[src/rtl/core/xmrx_pkg.sv]
// Shared constants for the XMODEM-CRC/1K receiver: codes, control bytes and widths.
`timescale 1ns / 1ps

package xmrx_pkg;

  // Item operation codes
  localparam logic [1:0] OP_START = 2'd0;
  localparam logic [1:0] OP_BYTE  = 2'd1;
  localparam logic [1:0] OP_TICK  = 2'd2;

  // Configuration register indexes
  localparam logic [1:0] REG_SYNC_RETRIES = 2'd0;
  localparam logic [1:0] REG_HDR_WAIT     = 2'd1;
  localparam logic [1:0] REG_BYTE_WAIT    = 2'd2;

  // Register reset values
  localparam logic [7:0]  SYNC_RETRIES_RST = 8'd25;
  localparam logic [31:0] HDR_WAIT_RST     = 32'd50000000;
  localparam logic [31:0] BYTE_WAIT_RST    = 32'd10000000;

  // Link bytes
  localparam logic [7:0] CH_SOH  = 8'h01;
  localparam logic [7:0] CH_STX  = 8'h02;
  localparam logic [7:0] CH_EOT  = 8'h04;
  localparam logic [7:0] CH_ACK  = 8'h06;
  localparam logic [7:0] CH_NAK  = 8'h15;
  localparam logic [7:0] CH_C    = 8'h43;
  localparam logic [7:0] BYTE_FF = 8'hFF;

  // CRC-16/XMODEM
  localparam logic [15:0] CRC_POLY = 16'h1021;
  localparam logic [15:0] CRC_MSB  = 16'h8000;

  // Block lengths, held in the payload index width
  localparam int unsigned IDX_BITS = 11;
  localparam logic [IDX_BITS-1:0] LEN_SHORT = 11'd128;
  localparam logic [IDX_BITS-1:0] LEN_LONG  = 11'd1024;

  // Fixed port widths
  localparam int unsigned OUT_ADDR_BITS = 24;
  localparam int unsigned STATUS_BITS   = 3;

  // Status codes
  localparam logic [2:0] ST_BUSY     = 3'd0;
  localparam logic [2:0] ST_COMPLETE = 3'd1;
  localparam logic [2:0] ST_SYNC_TO  = 3'd2;
  localparam logic [2:0] ST_BYTE_TO  = 3'd3;
  localparam logic [2:0] ST_OVERFLOW = 3'd4;

endpackage

[src/rtl/core/xmrx_crc_step.sv]
// CRC-16/XMODEM update over one byte, MSB first.
`timescale 1ns / 1ps

module xmrx_crc_step (
  input  logic [15:0] crc_in,
  input  logic [7:0]  data_in,
  output logic [15:0] crc_out
);
  import xmrx_pkg::*;

  logic [15:0] acc;

  always_comb begin
    acc = crc_in ^ {data_in, 8'h00};
    for (int k = 0; k < 8; k++) begin
      if ((acc & CRC_MSB) != 16'h0000) begin
        acc = {acc[14:0], 1'b0} ^ CRC_POLY;
      end else begin
        acc = {acc[14:0], 1'b0};
      end
    end
    crc_out = acc;
  end

endmodule

[src/rtl/core/xmodem_crc_1k_receiver_unit.sv]
// Top level of the XMODEM-CRC/1K receiver: input register, protocol state, result register.
`timescale 1ns / 1ps

// XMODEM-CRC/1K receiver. Feed it start, received-byte and tick beats; every
// accepted beat yields exactly one result beat carrying an optional control
// byte to transmit ('C', ACK or NAK), an optional payload write, a commit flag,
// the session status and the accepted byte count. One beat is taken per clock
// cycle while the result side does not stall; a result is offered once its
// input beat has passed the input register (from which the protocol state
// and the byte-wide CRC update are evaluated) and then the result register.
// Stall on the result side propagates back to in_stall in the same cycle.
// Configuration writes are always ready and take effect on the next beat.
// ADDR_BITS sets the size of the destination space; payload beyond it is
// dropped and a block that would overrun it ends the session with overflow status.

module xmodem_crc_1k_receiver_unit #(
  parameter int unsigned ADDR_BITS = 24
) (
  input  logic        clk,
  input  logic        rst_n,
  // configuration
  input  logic        cfg_valid,
  output logic        cfg_ready,
  input  logic [1:0]  cfg_index,
  input  logic [31:0] cfg_data,
  // input items
  input  logic        in_valid,
  output logic        in_stall,
  input  logic [1:0]  in_operation,
  input  logic [7:0]  in_rx_byte,
  // results
  output logic        out_valid,
  input  logic        out_stall,
  output logic        out_tx_valid,
  output logic [7:0]  out_tx_byte,
  output logic        out_wr_valid,
  output logic [xmrx_pkg::OUT_ADDR_BITS-1:0] out_wr_addr,
  output logic [7:0]  out_wr_data,
  output logic        out_block_commit,
  output logic [xmrx_pkg::STATUS_BITS-1:0] out_status,
  output logic [xmrx_pkg::OUT_ADDR_BITS-1:0] out_received_count
);
  import xmrx_pkg::*;

  // count holds one extra bit so that a full space is told apart from empty
  localparam int unsigned TW = ADDR_BITS + 1;
  localparam logic [32:0] CAP = 33'(1) << ADDR_BITS;

  localparam logic [3:0] PH_IDLE    = 4'd0;
  localparam logic [3:0] PH_SYNC    = 4'd1;
  localparam logic [3:0] PH_HDR     = 4'd2;
  localparam logic [3:0] PH_NUM     = 4'd3;
  localparam logic [3:0] PH_INV     = 4'd4;
  localparam logic [3:0] PH_DATA    = 4'd5;
  localparam logic [3:0] PH_CRCHI   = 4'd6;
  localparam logic [3:0] PH_CRCLO   = 4'd7;
  localparam logic [3:0] PH_DONE    = 4'd8;
  localparam logic [3:0] PH_SYNC_TO = 4'd9;
  localparam logic [3:0] PH_BYTE_TO = 4'd10;
  localparam logic [3:0] PH_OVF     = 4'd11;

  // configuration registers
  logic [7:0]  sync_retries_r;
  logic [31:0] hdr_wait_r;
  logic [31:0] byte_wait_r;

  // input register
  logic        in_valid_r;
  logic [1:0]  in_op_r;
  logic [7:0]  in_byte_r;

  // protocol state
  logic [3:0]          phase_r, phase_nxt;
  logic [7:0]          exp_blk_r, exp_blk_nxt;
  logic [TW-1:0]       total_r, total_nxt;
  logic [7:0]          retry_r, retry_nxt;
  logic [31:0]         timer_r, timer_nxt;
  logic [IDX_BITS-1:0] pidx_r, pidx_nxt;
  logic                long_r, long_nxt;
  logic [7:0]          blk_num_r, blk_num_nxt;
  logic [7:0]          blk_inv_r, blk_inv_nxt;
  logic [15:0]         crc_r, crc_nxt;
  logic [7:0]          crc_hi_r, crc_hi_nxt;

  // result register
  logic        out_valid_r;
  logic        tx_valid_r, tx_valid_nxt;
  logic [7:0]  tx_byte_r, tx_byte_nxt;
  logic        wr_valid_r, wr_valid_nxt;
  logic [OUT_ADDR_BITS-1:0] wr_addr_r, wr_addr_nxt;
  logic [7:0]  wr_data_r, wr_data_nxt;
  logic        commit_r, commit_nxt;
  logic [STATUS_BITS-1:0] status_r, status_nxt;
  logic [OUT_ADDR_BITS-1:0] count_r, count_nxt;

  logic                adv;
  logic [15:0]         crc_upd;
  logic [IDX_BITS-1:0] blk_len;
  logic [IDX_BITS-1:0] pidx_inc;
  logic [31:0]         timer_inc;
  logic [31:0]         wait_lim;
  logic                expired;
  logic [32:0]         addr_sum;
  logic [32:0]         end_sum;
  logic [32:0]         total_ext;
  logic                block_ok;

  assign cfg_ready = 1'b1;

  always_ff @(posedge clk) begin
    if (!rst_n) begin
      sync_retries_r <= SYNC_RETRIES_RST;
      hdr_wait_r     <= HDR_WAIT_RST;
      byte_wait_r    <= BYTE_WAIT_RST;
    end else if (cfg_valid && cfg_ready) begin
      case (cfg_index)
        REG_SYNC_RETRIES: sync_retries_r <= cfg_data[7:0];
        REG_HDR_WAIT:     hdr_wait_r     <= cfg_data;
        REG_BYTE_WAIT:    byte_wait_r    <= cfg_data;
        default: ;
      endcase
    end
  end

  // stage advances when the result register is free or being drained
  assign adv      = in_valid_r && (!out_valid_r || !out_stall);
  assign in_stall = in_valid_r && !adv;

  always_ff @(posedge clk) begin
    if (!rst_n) begin
      in_valid_r <= 1'b0;
    end else if (!in_stall) begin
      in_valid_r <= in_valid;
    end
  end

  always_ff @(posedge clk) begin
    if (!in_stall && in_valid) begin
      in_op_r   <= in_operation;
      in_byte_r <= in_rx_byte;
    end
  end

  xmrx_crc_step u_crc (
    .crc_in  (crc_r),
    .data_in (in_byte_r),
    .crc_out (crc_upd)
  );

  assign blk_len   = long_r ? LEN_LONG : LEN_SHORT;
  assign pidx_inc  = pidx_r + IDX_BITS'(1);
  assign timer_inc = timer_r + 32'd1;
  assign wait_lim  = (phase_r == PH_SYNC || phase_r == PH_HDR) ? hdr_wait_r : byte_wait_r;
  assign expired   = timer_inc >= wait_lim;
  assign addr_sum  = 33'(total_r) + 33'(pidx_r);
  assign end_sum   = 33'(total_r) + 33'(blk_len);
  assign block_ok  = (blk_num_r == exp_blk_r) &&
                     ((blk_num_r + blk_inv_r) == BYTE_FF) &&
                     ({crc_hi_r, in_byte_r} == crc_r);

  always_comb begin
    phase_nxt    = phase_r;
    exp_blk_nxt  = exp_blk_r;
    total_nxt    = total_r;
    retry_nxt    = retry_r;
    timer_nxt    = timer_r;
    pidx_nxt     = pidx_r;
    long_nxt     = long_r;
    blk_num_nxt  = blk_num_r;
    blk_inv_nxt  = blk_inv_r;
    crc_nxt      = crc_r;
    crc_hi_nxt   = crc_hi_r;
    tx_valid_nxt = 1'b0;
    tx_byte_nxt  = 8'h00;
    wr_valid_nxt = 1'b0;
    wr_addr_nxt  = '0;
    wr_data_nxt  = 8'h00;
    commit_nxt   = 1'b0;

    case (in_op_r)
      OP_START: begin
        phase_nxt    = PH_SYNC;
        exp_blk_nxt  = 8'd1;
        total_nxt    = '0;
        retry_nxt    = 8'd1;
        timer_nxt    = 32'd0;
        pidx_nxt     = '0;
        tx_valid_nxt = 1'b1;
        tx_byte_nxt  = CH_C;
      end
      OP_TICK: begin
        if (phase_r == PH_SYNC) begin
          timer_nxt = timer_inc;
          if (expired) begin
            timer_nxt = 32'd0;
            if (retry_r >= sync_retries_r) begin
              phase_nxt = PH_SYNC_TO;
            end else begin
              retry_nxt    = retry_r + 8'd1;
              tx_valid_nxt = 1'b1;
              tx_byte_nxt  = CH_C;
            end
          end
        end else if (phase_r >= PH_HDR && phase_r <= PH_CRCLO) begin
          // header wait and in-block byte wait both end in byte timeout
          timer_nxt = timer_inc;
          if (expired) begin
            timer_nxt = 32'd0;
            phase_nxt = PH_BYTE_TO;
          end
        end
      end
      OP_BYTE: begin
        if (phase_r == PH_SYNC || phase_r == PH_HDR) begin
          timer_nxt = 32'd0;
          if (in_byte_r == CH_EOT) begin
            tx_valid_nxt = 1'b1;
            tx_byte_nxt  = CH_ACK;
            phase_nxt    = PH_DONE;
          end else if (in_byte_r == CH_SOH || in_byte_r == CH_STX) begin
            long_nxt  = (in_byte_r == CH_STX);
            phase_nxt = PH_NUM;
          end else begin
            tx_valid_nxt = 1'b1;
            tx_byte_nxt  = CH_NAK;
            phase_nxt    = PH_HDR;
          end
        end else if (phase_r >= PH_NUM && phase_r <= PH_CRCLO) begin
          timer_nxt = 32'd0;
          case (phase_r)
            PH_NUM: begin
              blk_num_nxt = in_byte_r;
              phase_nxt   = PH_INV;
            end
            PH_INV: begin
              blk_inv_nxt = in_byte_r;
              pidx_nxt    = '0;
              crc_nxt     = 16'h0000;
              phase_nxt   = PH_DATA;
            end
            PH_DATA: begin
              crc_nxt = crc_upd;
              if (addr_sum < CAP) begin
                wr_valid_nxt = 1'b1;
                wr_addr_nxt  = addr_sum[OUT_ADDR_BITS-1:0];
                wr_data_nxt  = in_byte_r;
              end
              pidx_nxt = pidx_inc;
              if (pidx_inc >= blk_len) begin
                phase_nxt = PH_CRCHI;
              end
            end
            PH_CRCHI: begin
              crc_hi_nxt = in_byte_r;
              phase_nxt  = PH_CRCLO;
            end
            default: begin
              phase_nxt = PH_HDR;
              if (block_ok) begin
                if (end_sum > CAP) begin
                  phase_nxt = PH_OVF;
                end else begin
                  total_nxt    = total_r + TW'(blk_len);
                  exp_blk_nxt  = exp_blk_r + 8'd1;
                  commit_nxt   = 1'b1;
                  tx_valid_nxt = 1'b1;
                  tx_byte_nxt  = CH_ACK;
                end
              end else begin
                tx_valid_nxt = 1'b1;
                tx_byte_nxt  = CH_NAK;
              end
            end
          endcase
        end
      end
      default: ;
    endcase

    case (phase_nxt)
      PH_DONE:    status_nxt = ST_COMPLETE;
      PH_SYNC_TO: status_nxt = ST_SYNC_TO;
      PH_BYTE_TO: status_nxt = ST_BYTE_TO;
      PH_OVF:     status_nxt = ST_OVERFLOW;
      default:    status_nxt = ST_BUSY;
    endcase

    total_ext = 33'(total_nxt);
    count_nxt = total_ext[OUT_ADDR_BITS-1:0];
  end

  always_ff @(posedge clk) begin
    if (!rst_n) begin
      phase_r   <= PH_IDLE;
      exp_blk_r <= 8'd1;
      total_r   <= '0;
      retry_r   <= 8'd0;
      timer_r   <= 32'd0;
      pidx_r    <= '0;
      long_r    <= 1'b0;
      blk_num_r <= 8'd0;
      blk_inv_r <= 8'd0;
      crc_r     <= 16'h0000;
      crc_hi_r  <= 8'd0;
    end else if (adv) begin
      phase_r   <= phase_nxt;
      exp_blk_r <= exp_blk_nxt;
      total_r   <= total_nxt;
      retry_r   <= retry_nxt;
      timer_r   <= timer_nxt;
      pidx_r    <= pidx_nxt;
      long_r    <= long_nxt;
      blk_num_r <= blk_num_nxt;
      blk_inv_r <= blk_inv_nxt;
      crc_r     <= crc_nxt;
      crc_hi_r  <= crc_hi_nxt;
    end
  end

  always_ff @(posedge clk) begin
    if (!rst_n) begin
      out_valid_r <= 1'b0;
    end else if (adv) begin
      out_valid_r <= 1'b1;
    end else if (!out_stall) begin
      out_valid_r <= 1'b0;
    end
  end

  always_ff @(posedge clk) begin
    if (adv) begin
      tx_valid_r <= tx_valid_nxt;
      tx_byte_r  <= tx_byte_nxt;
      wr_valid_r <= wr_valid_nxt;
      wr_addr_r  <= wr_addr_nxt;
      wr_data_r  <= wr_data_nxt;
      commit_r   <= commit_nxt;
      status_r   <= status_nxt;
      count_r    <= count_nxt;
    end
  end

  assign out_valid          = out_valid_r;
  assign out_tx_valid       = tx_valid_r;
  assign out_tx_byte        = tx_byte_r;
  assign out_wr_valid       = wr_valid_r;
  assign out_wr_addr        = wr_addr_r;
  assign out_wr_data        = wr_data_r;
  assign out_block_commit   = commit_r;
  assign out_status         = status_r;
  assign out_received_count = count_r;

`ifndef NO_ASSERTIONS
  // a commit is always answered with ACK
  a_commit_ack: assert property (@(posedge clk) disable iff (!rst_n)
    (out_valid && out_block_commit) |-> (out_tx_valid && out_tx_byte == CH_ACK))
    else $error("commit without ACK");

  // a payload write never coincides with a control byte
  a_wr_no_tx: assert property (@(posedge clk) disable iff (!rst_n)
    (out_valid && out_wr_valid) |-> !out_tx_valid)
    else $error("payload write with control byte");

  // input side stalls only behind a held result
  a_stall_cause: assert property (@(posedge clk) disable iff (!rst_n)
    in_stall |-> (out_valid && out_stall))
    else $error("input stalled without result back-pressure");

  // no result straight out of reset
  a_reset_empty: assert property (@(posedge clk)
    !rst_n |=> !out_valid)
    else $error("result valid after reset");
`endif

endmodule
[config.mk]
export PLATFORM = sky130hd
export DESIGN_NAME = xmodem_crc_1k_receiver_unit
export DESIGN_NICKNAME = d
export VERILOG_FILES = /design/src/rtl/core/xmrx_pkg.sv /design/src/rtl/core/xmrx_crc_step.sv /design/src/rtl/core/xmodem_crc_1k_receiver_unit.sv
export SDC_FILE = /design/constraint.sdc
export NUM_CORES = 1
export LEC_CHECK = 0
export BUFFER_PORTS_ARGS = -buffer_cell sky130_fd_sc_hd__buf_2
export CAP_MARGIN = 25
export CORE_UTILIZATION = 65
export DETAILED_ROUTE_END_ITERATION = 8
export GPL_ROUTABILITY_DRIVEN = 0
export HOLD_SLACK_MARGIN = 0.1
export PLACE_DENSITY = 0.82
export SLEW_MARGIN = 20
export SYNTH_ARGS = -nofsm -noshare
export SYNTH_HDL_FRONTEND = slang
export SYNTH_HIERARCHICAL = 1
export SYNTH_SLANG_ARGS = --single-unit
[constraint.sdc]
create_clock -name clk -period 13.4 [get_ports clk]
set_input_delay 0.67 -clock clk [delete_from_list [all_inputs] [get_ports clk]]
set_output_delay 0.67 -clock clk [all_outputs]
set_load 0.02 [all_outputs]
==> impl_metrics.ini <==
[critical_path]
cpPeakStageDelay_ns = 0.70
cp_slowest_cell = nor3_1
worstPathBufferInverterCount = 0
path_cells = and4_1 > nand4_1 > nor3_1 > nand3_1 > or2_2 > nor2_1 > xor2_1 > ha_1 > nand2_1 > o21ai_0 > a31oi_1 > a2111oi_0 > a21oi_1 > o41a_1 > or4_1 > or3_1 > a21oi_1
critPathKind = register to register
cp.depth = 17
worstSetupStartpointType = register
cpMostUsedCell = a21oi_1
critPathArrivalTime_ns = 6.30
critical_path.max_fanout = 10
r2r_cells = 17
critPathTopFamily = simple AND/OR/NAND/NOR gates
required_ns = 13.88
end_kind = register

[clock_network]
cts_buffers = 28
cts_setup_buffers = 0
hold_buffers = 0
clockBufferDepth = 3
htreeDepth = 1
cts_sinks = 280
cts_tree = built
root_buffer = clkbuf_16
cts_resized = 0
path_clk_slew_ns = 0.06
clkLatencyLatePin_ns = 0.55

[layout]
drive_gt1_share_pct = 11.65
stdcell_count = 2104
layout-area-overhead-vs-synth_pct = 10.81
fill_cells = 1697
final_cell_area_mm2 = 0.01661
final_nets = 1916
antenna_cells = 0

[timing]
period_share_pct = 43.39
setup-tns-final_ns = 0
slew_headroom_pct = 23.82
tightest_slew_ns = 1.143
finalSetupViolCount = 0
layout_min_cycle_time_ns = 5.815
final-hold-violation-count = 0
max_freq_mhz = 172.0
rsz0062_at_grt = no
drv_slew = 0
skew_ns = 0.01589

[power]
p_sw_uw = 434.2
p_clk_share_pct = 43.2
irDropWorstVdd_v = 0.0001193
power_frac_seq_pct = 49.6
combPwrFrac_pct = 7.2
p_leak_uw = 0.006547
power.internal_uw = 1390
p_per_area_mw_per_mm2 = 109.8
swShare_pct = 23.80

[die]
dieArea_mm2 = 0.02368
dieWidth_um = 153.9
die_height_um = 153.9
io_pins = 122
initial_utilization_pct = 66.22
rows = 55
core_mm2 = 0.02264

[synthesis]
synth_top_cell_area_share_pct = 27.11
netlist_area_mm2 = 0.01499
synth_area_per_cell_um2 = 8.631
ys_seq_area_share_pct = 42.53
synthTopCellsByArea = dfxtp_1 27%, edfxtp_1 15%, a21oi_1 5.9%
yosys.cell_types.count = 74
yosys_register_bits = 280
synth_ff_type = dfxtp_1
yosys.area.top_type = dfxtp_1
synthesis.instances = 1737
yosysWarnings = 6
synth_edf_count = 77
postSynth.asyncResetShare_pct = 0

[global_route]
grt_pass1_wl_um = 59600
globalRouteTotalUtil_pct = 30.76
grt_pass1_vias = 12170
antenna_found_initial = 0
grt_max_degree = 93
grt_overflow = 0

[worst_hold_path]
min_path_type = input pin to register
hold_path_depth = 1

[routing]
drt_iter0_markers = 1040
drcViolationCount = 0
drtPass1Iterations = 6
postRouteAntennaNets = 0
num_vias = 12930
routed_wl_um = 36120
drt-vias-per-instance = 6.146
wl_per_cell_um = 17.17

[place]
placed_cell_area_mm2 = 0.01566
dp_hpwl_um = 24670
placedCellCount = 2051
port_buffers = 117

[outcome]
status = completed

[flow_run]
maxCapViolCount = 0
-- metal layers --
layer	vias up	track usage, %	part of all wire [%]
li1	6231	-	-
met4	0	9.952	2.7
met3	87	4.340	7.4
met1	6075	41.68	44
met5	-	0	0
met2	539	50.82	46
-- registers in the layout, indices dropped and copies added (netlist names), 11 cells and up --
name / cells
total_r: 25
out_wr_addr: 24
hdr_wait_r: 32
out_received_count: 24
pidx_r: 11
timer_r: 32
crc_r: 16
byte_wait_r: 32
-- layout make-up --
class,instances,area [um2],area share [%]
Timing Repair Buffer,131,691.9,4.165
Clock inverter,13,106.4,0.6402
Sequential cell,280,6376,38.38
Inverter,41,156.4,0.9415
Multi-Input combinational cell,1316,8093,48.72
Clock buffer,38,832.0,5.009
Tap cell,285,356.6,2.147
-- metrics by stage --
step	power, uW	utilization [%]	setup slack (ns)	hold WS (ns)
2_1_floorplan	1010	-	8.447	0.4329
3_3_place_gp	1049	69.11	8.117	0.4408
3_5_place_dp	1052	69.16	7.825	0.4487
4_1_cts	1831	73.30	7.760	0.2863
5_1_grt	1883	73.37	7.165	0.2863
6_report	1824	73.37	7.585	0.3011
-- worst reg2reg max path: stages, from the launching register on --
cell and delay (ns):
dfxtp_1 0.45, and4_1 0.31, nand4_1 0.23, nor3_1 0.70
nand3_1 0.28, or2_2 0.40, nor2_1 0.25, xor2_1 0.13
ha_1 0.30, nand2_1 0.07, o21ai_0 0.26, a31oi_1 0.09
a2111oi_0 0.42, a21oi_1 0.31, o41a_1 0.52, or4_1 0.56
or3_1 0.32, a21oi_1 0.14
-- power groups by stage --
stage / sequential [uW] / clock, uW / combinational [uW]
after floorplan: 930 / 0 / 79.9
after global placement: 922 / 0 / 127
after detailed placement: 922 / 0 / 130
after CTS: 904 / 796 / 131
after global routing: 906 / 833 / 144
final: 904 / 787 / 132
-- cells in the final DEF, fill, tap and decap left out, types with 7 or more instances in the layout --
master and count:
clkinv_2 7, nor2_1 192, nor2b_1 13, a21oi_1 177, clkbuf_16 31, nor4_1 17
nand2b_1 17, nand2_1 227, buf_2 118, or4_1 12, o21a_1 15, o21ai_0 86
edfxtp_1 77, nor3_1 36, nand3_1 71, inv_1 38, a21o_1 13, buf_4 12
xnor2_1 63, and3_1 19, or3_1 18, a31oi_1 12, a211oi_1 8, ha_1 67
nor3b_1 9, nand4_1 24, o31a_1 12, dfxtp_1 203, mux2i_1 36, and2_1 9
a22oi_1 26, xor2_1 44, or2_2 11
-- final timing paths --
check	start	end	slack (ns)
max	timer_r[9]	retry_r[7]	7.59
min reg2reg	byte_wait_r[29]	byte_wait_r[29]	0.46
min	in_rx_byte[5]	in_byte_r[5]	0.30
max reg2reg	timer_r[9]	retry_r[7]	7.59
-- synthesized netlist by cell type, types with 9 or more instances --
library cell / instances
a22oi_1: 26
a21oi_1: 177
nand2b_1: 17
and3_1: 19
nor2b_1: 13
o21ai_0: 86
or4_1: 12
dfxtp_1: 203
xnor2_1: 63
mux2i_1: 36
nor3b_1: 9
nand3_1: 71
or2_2: 11
nand4_1: 24
nor3_1: 36
ha_1: 67
edfxtp_1: 77
nand2_1: 227
or3_1: 19
o21a_1: 15
nor4_1: 17
nor2_1: 194
clkbuf_1: 89
and2_1: 9
inv_1: 38
xor2_1: 44
o31a_1: 12
a21o_1: 13
a31oi_1: 12
-- cells by family (layout without fill, tap and decap cells) --
logic type	count (synthesis)	count (layout)	synth area share, %
DFF	280	280	42.53
other	2	4	0.05009
xor gates and xnor gates	121	121	8.254
adders and majority gates	69	69	5.859
muxes	39	39	2.629
buffers and inverters	143	223	3.722
and+or+nand+nor	696	696	21.59
AOI/OAI and AO/OA	387	387	15.36
No activity file was read; power rests on OpenSTA's default activity.
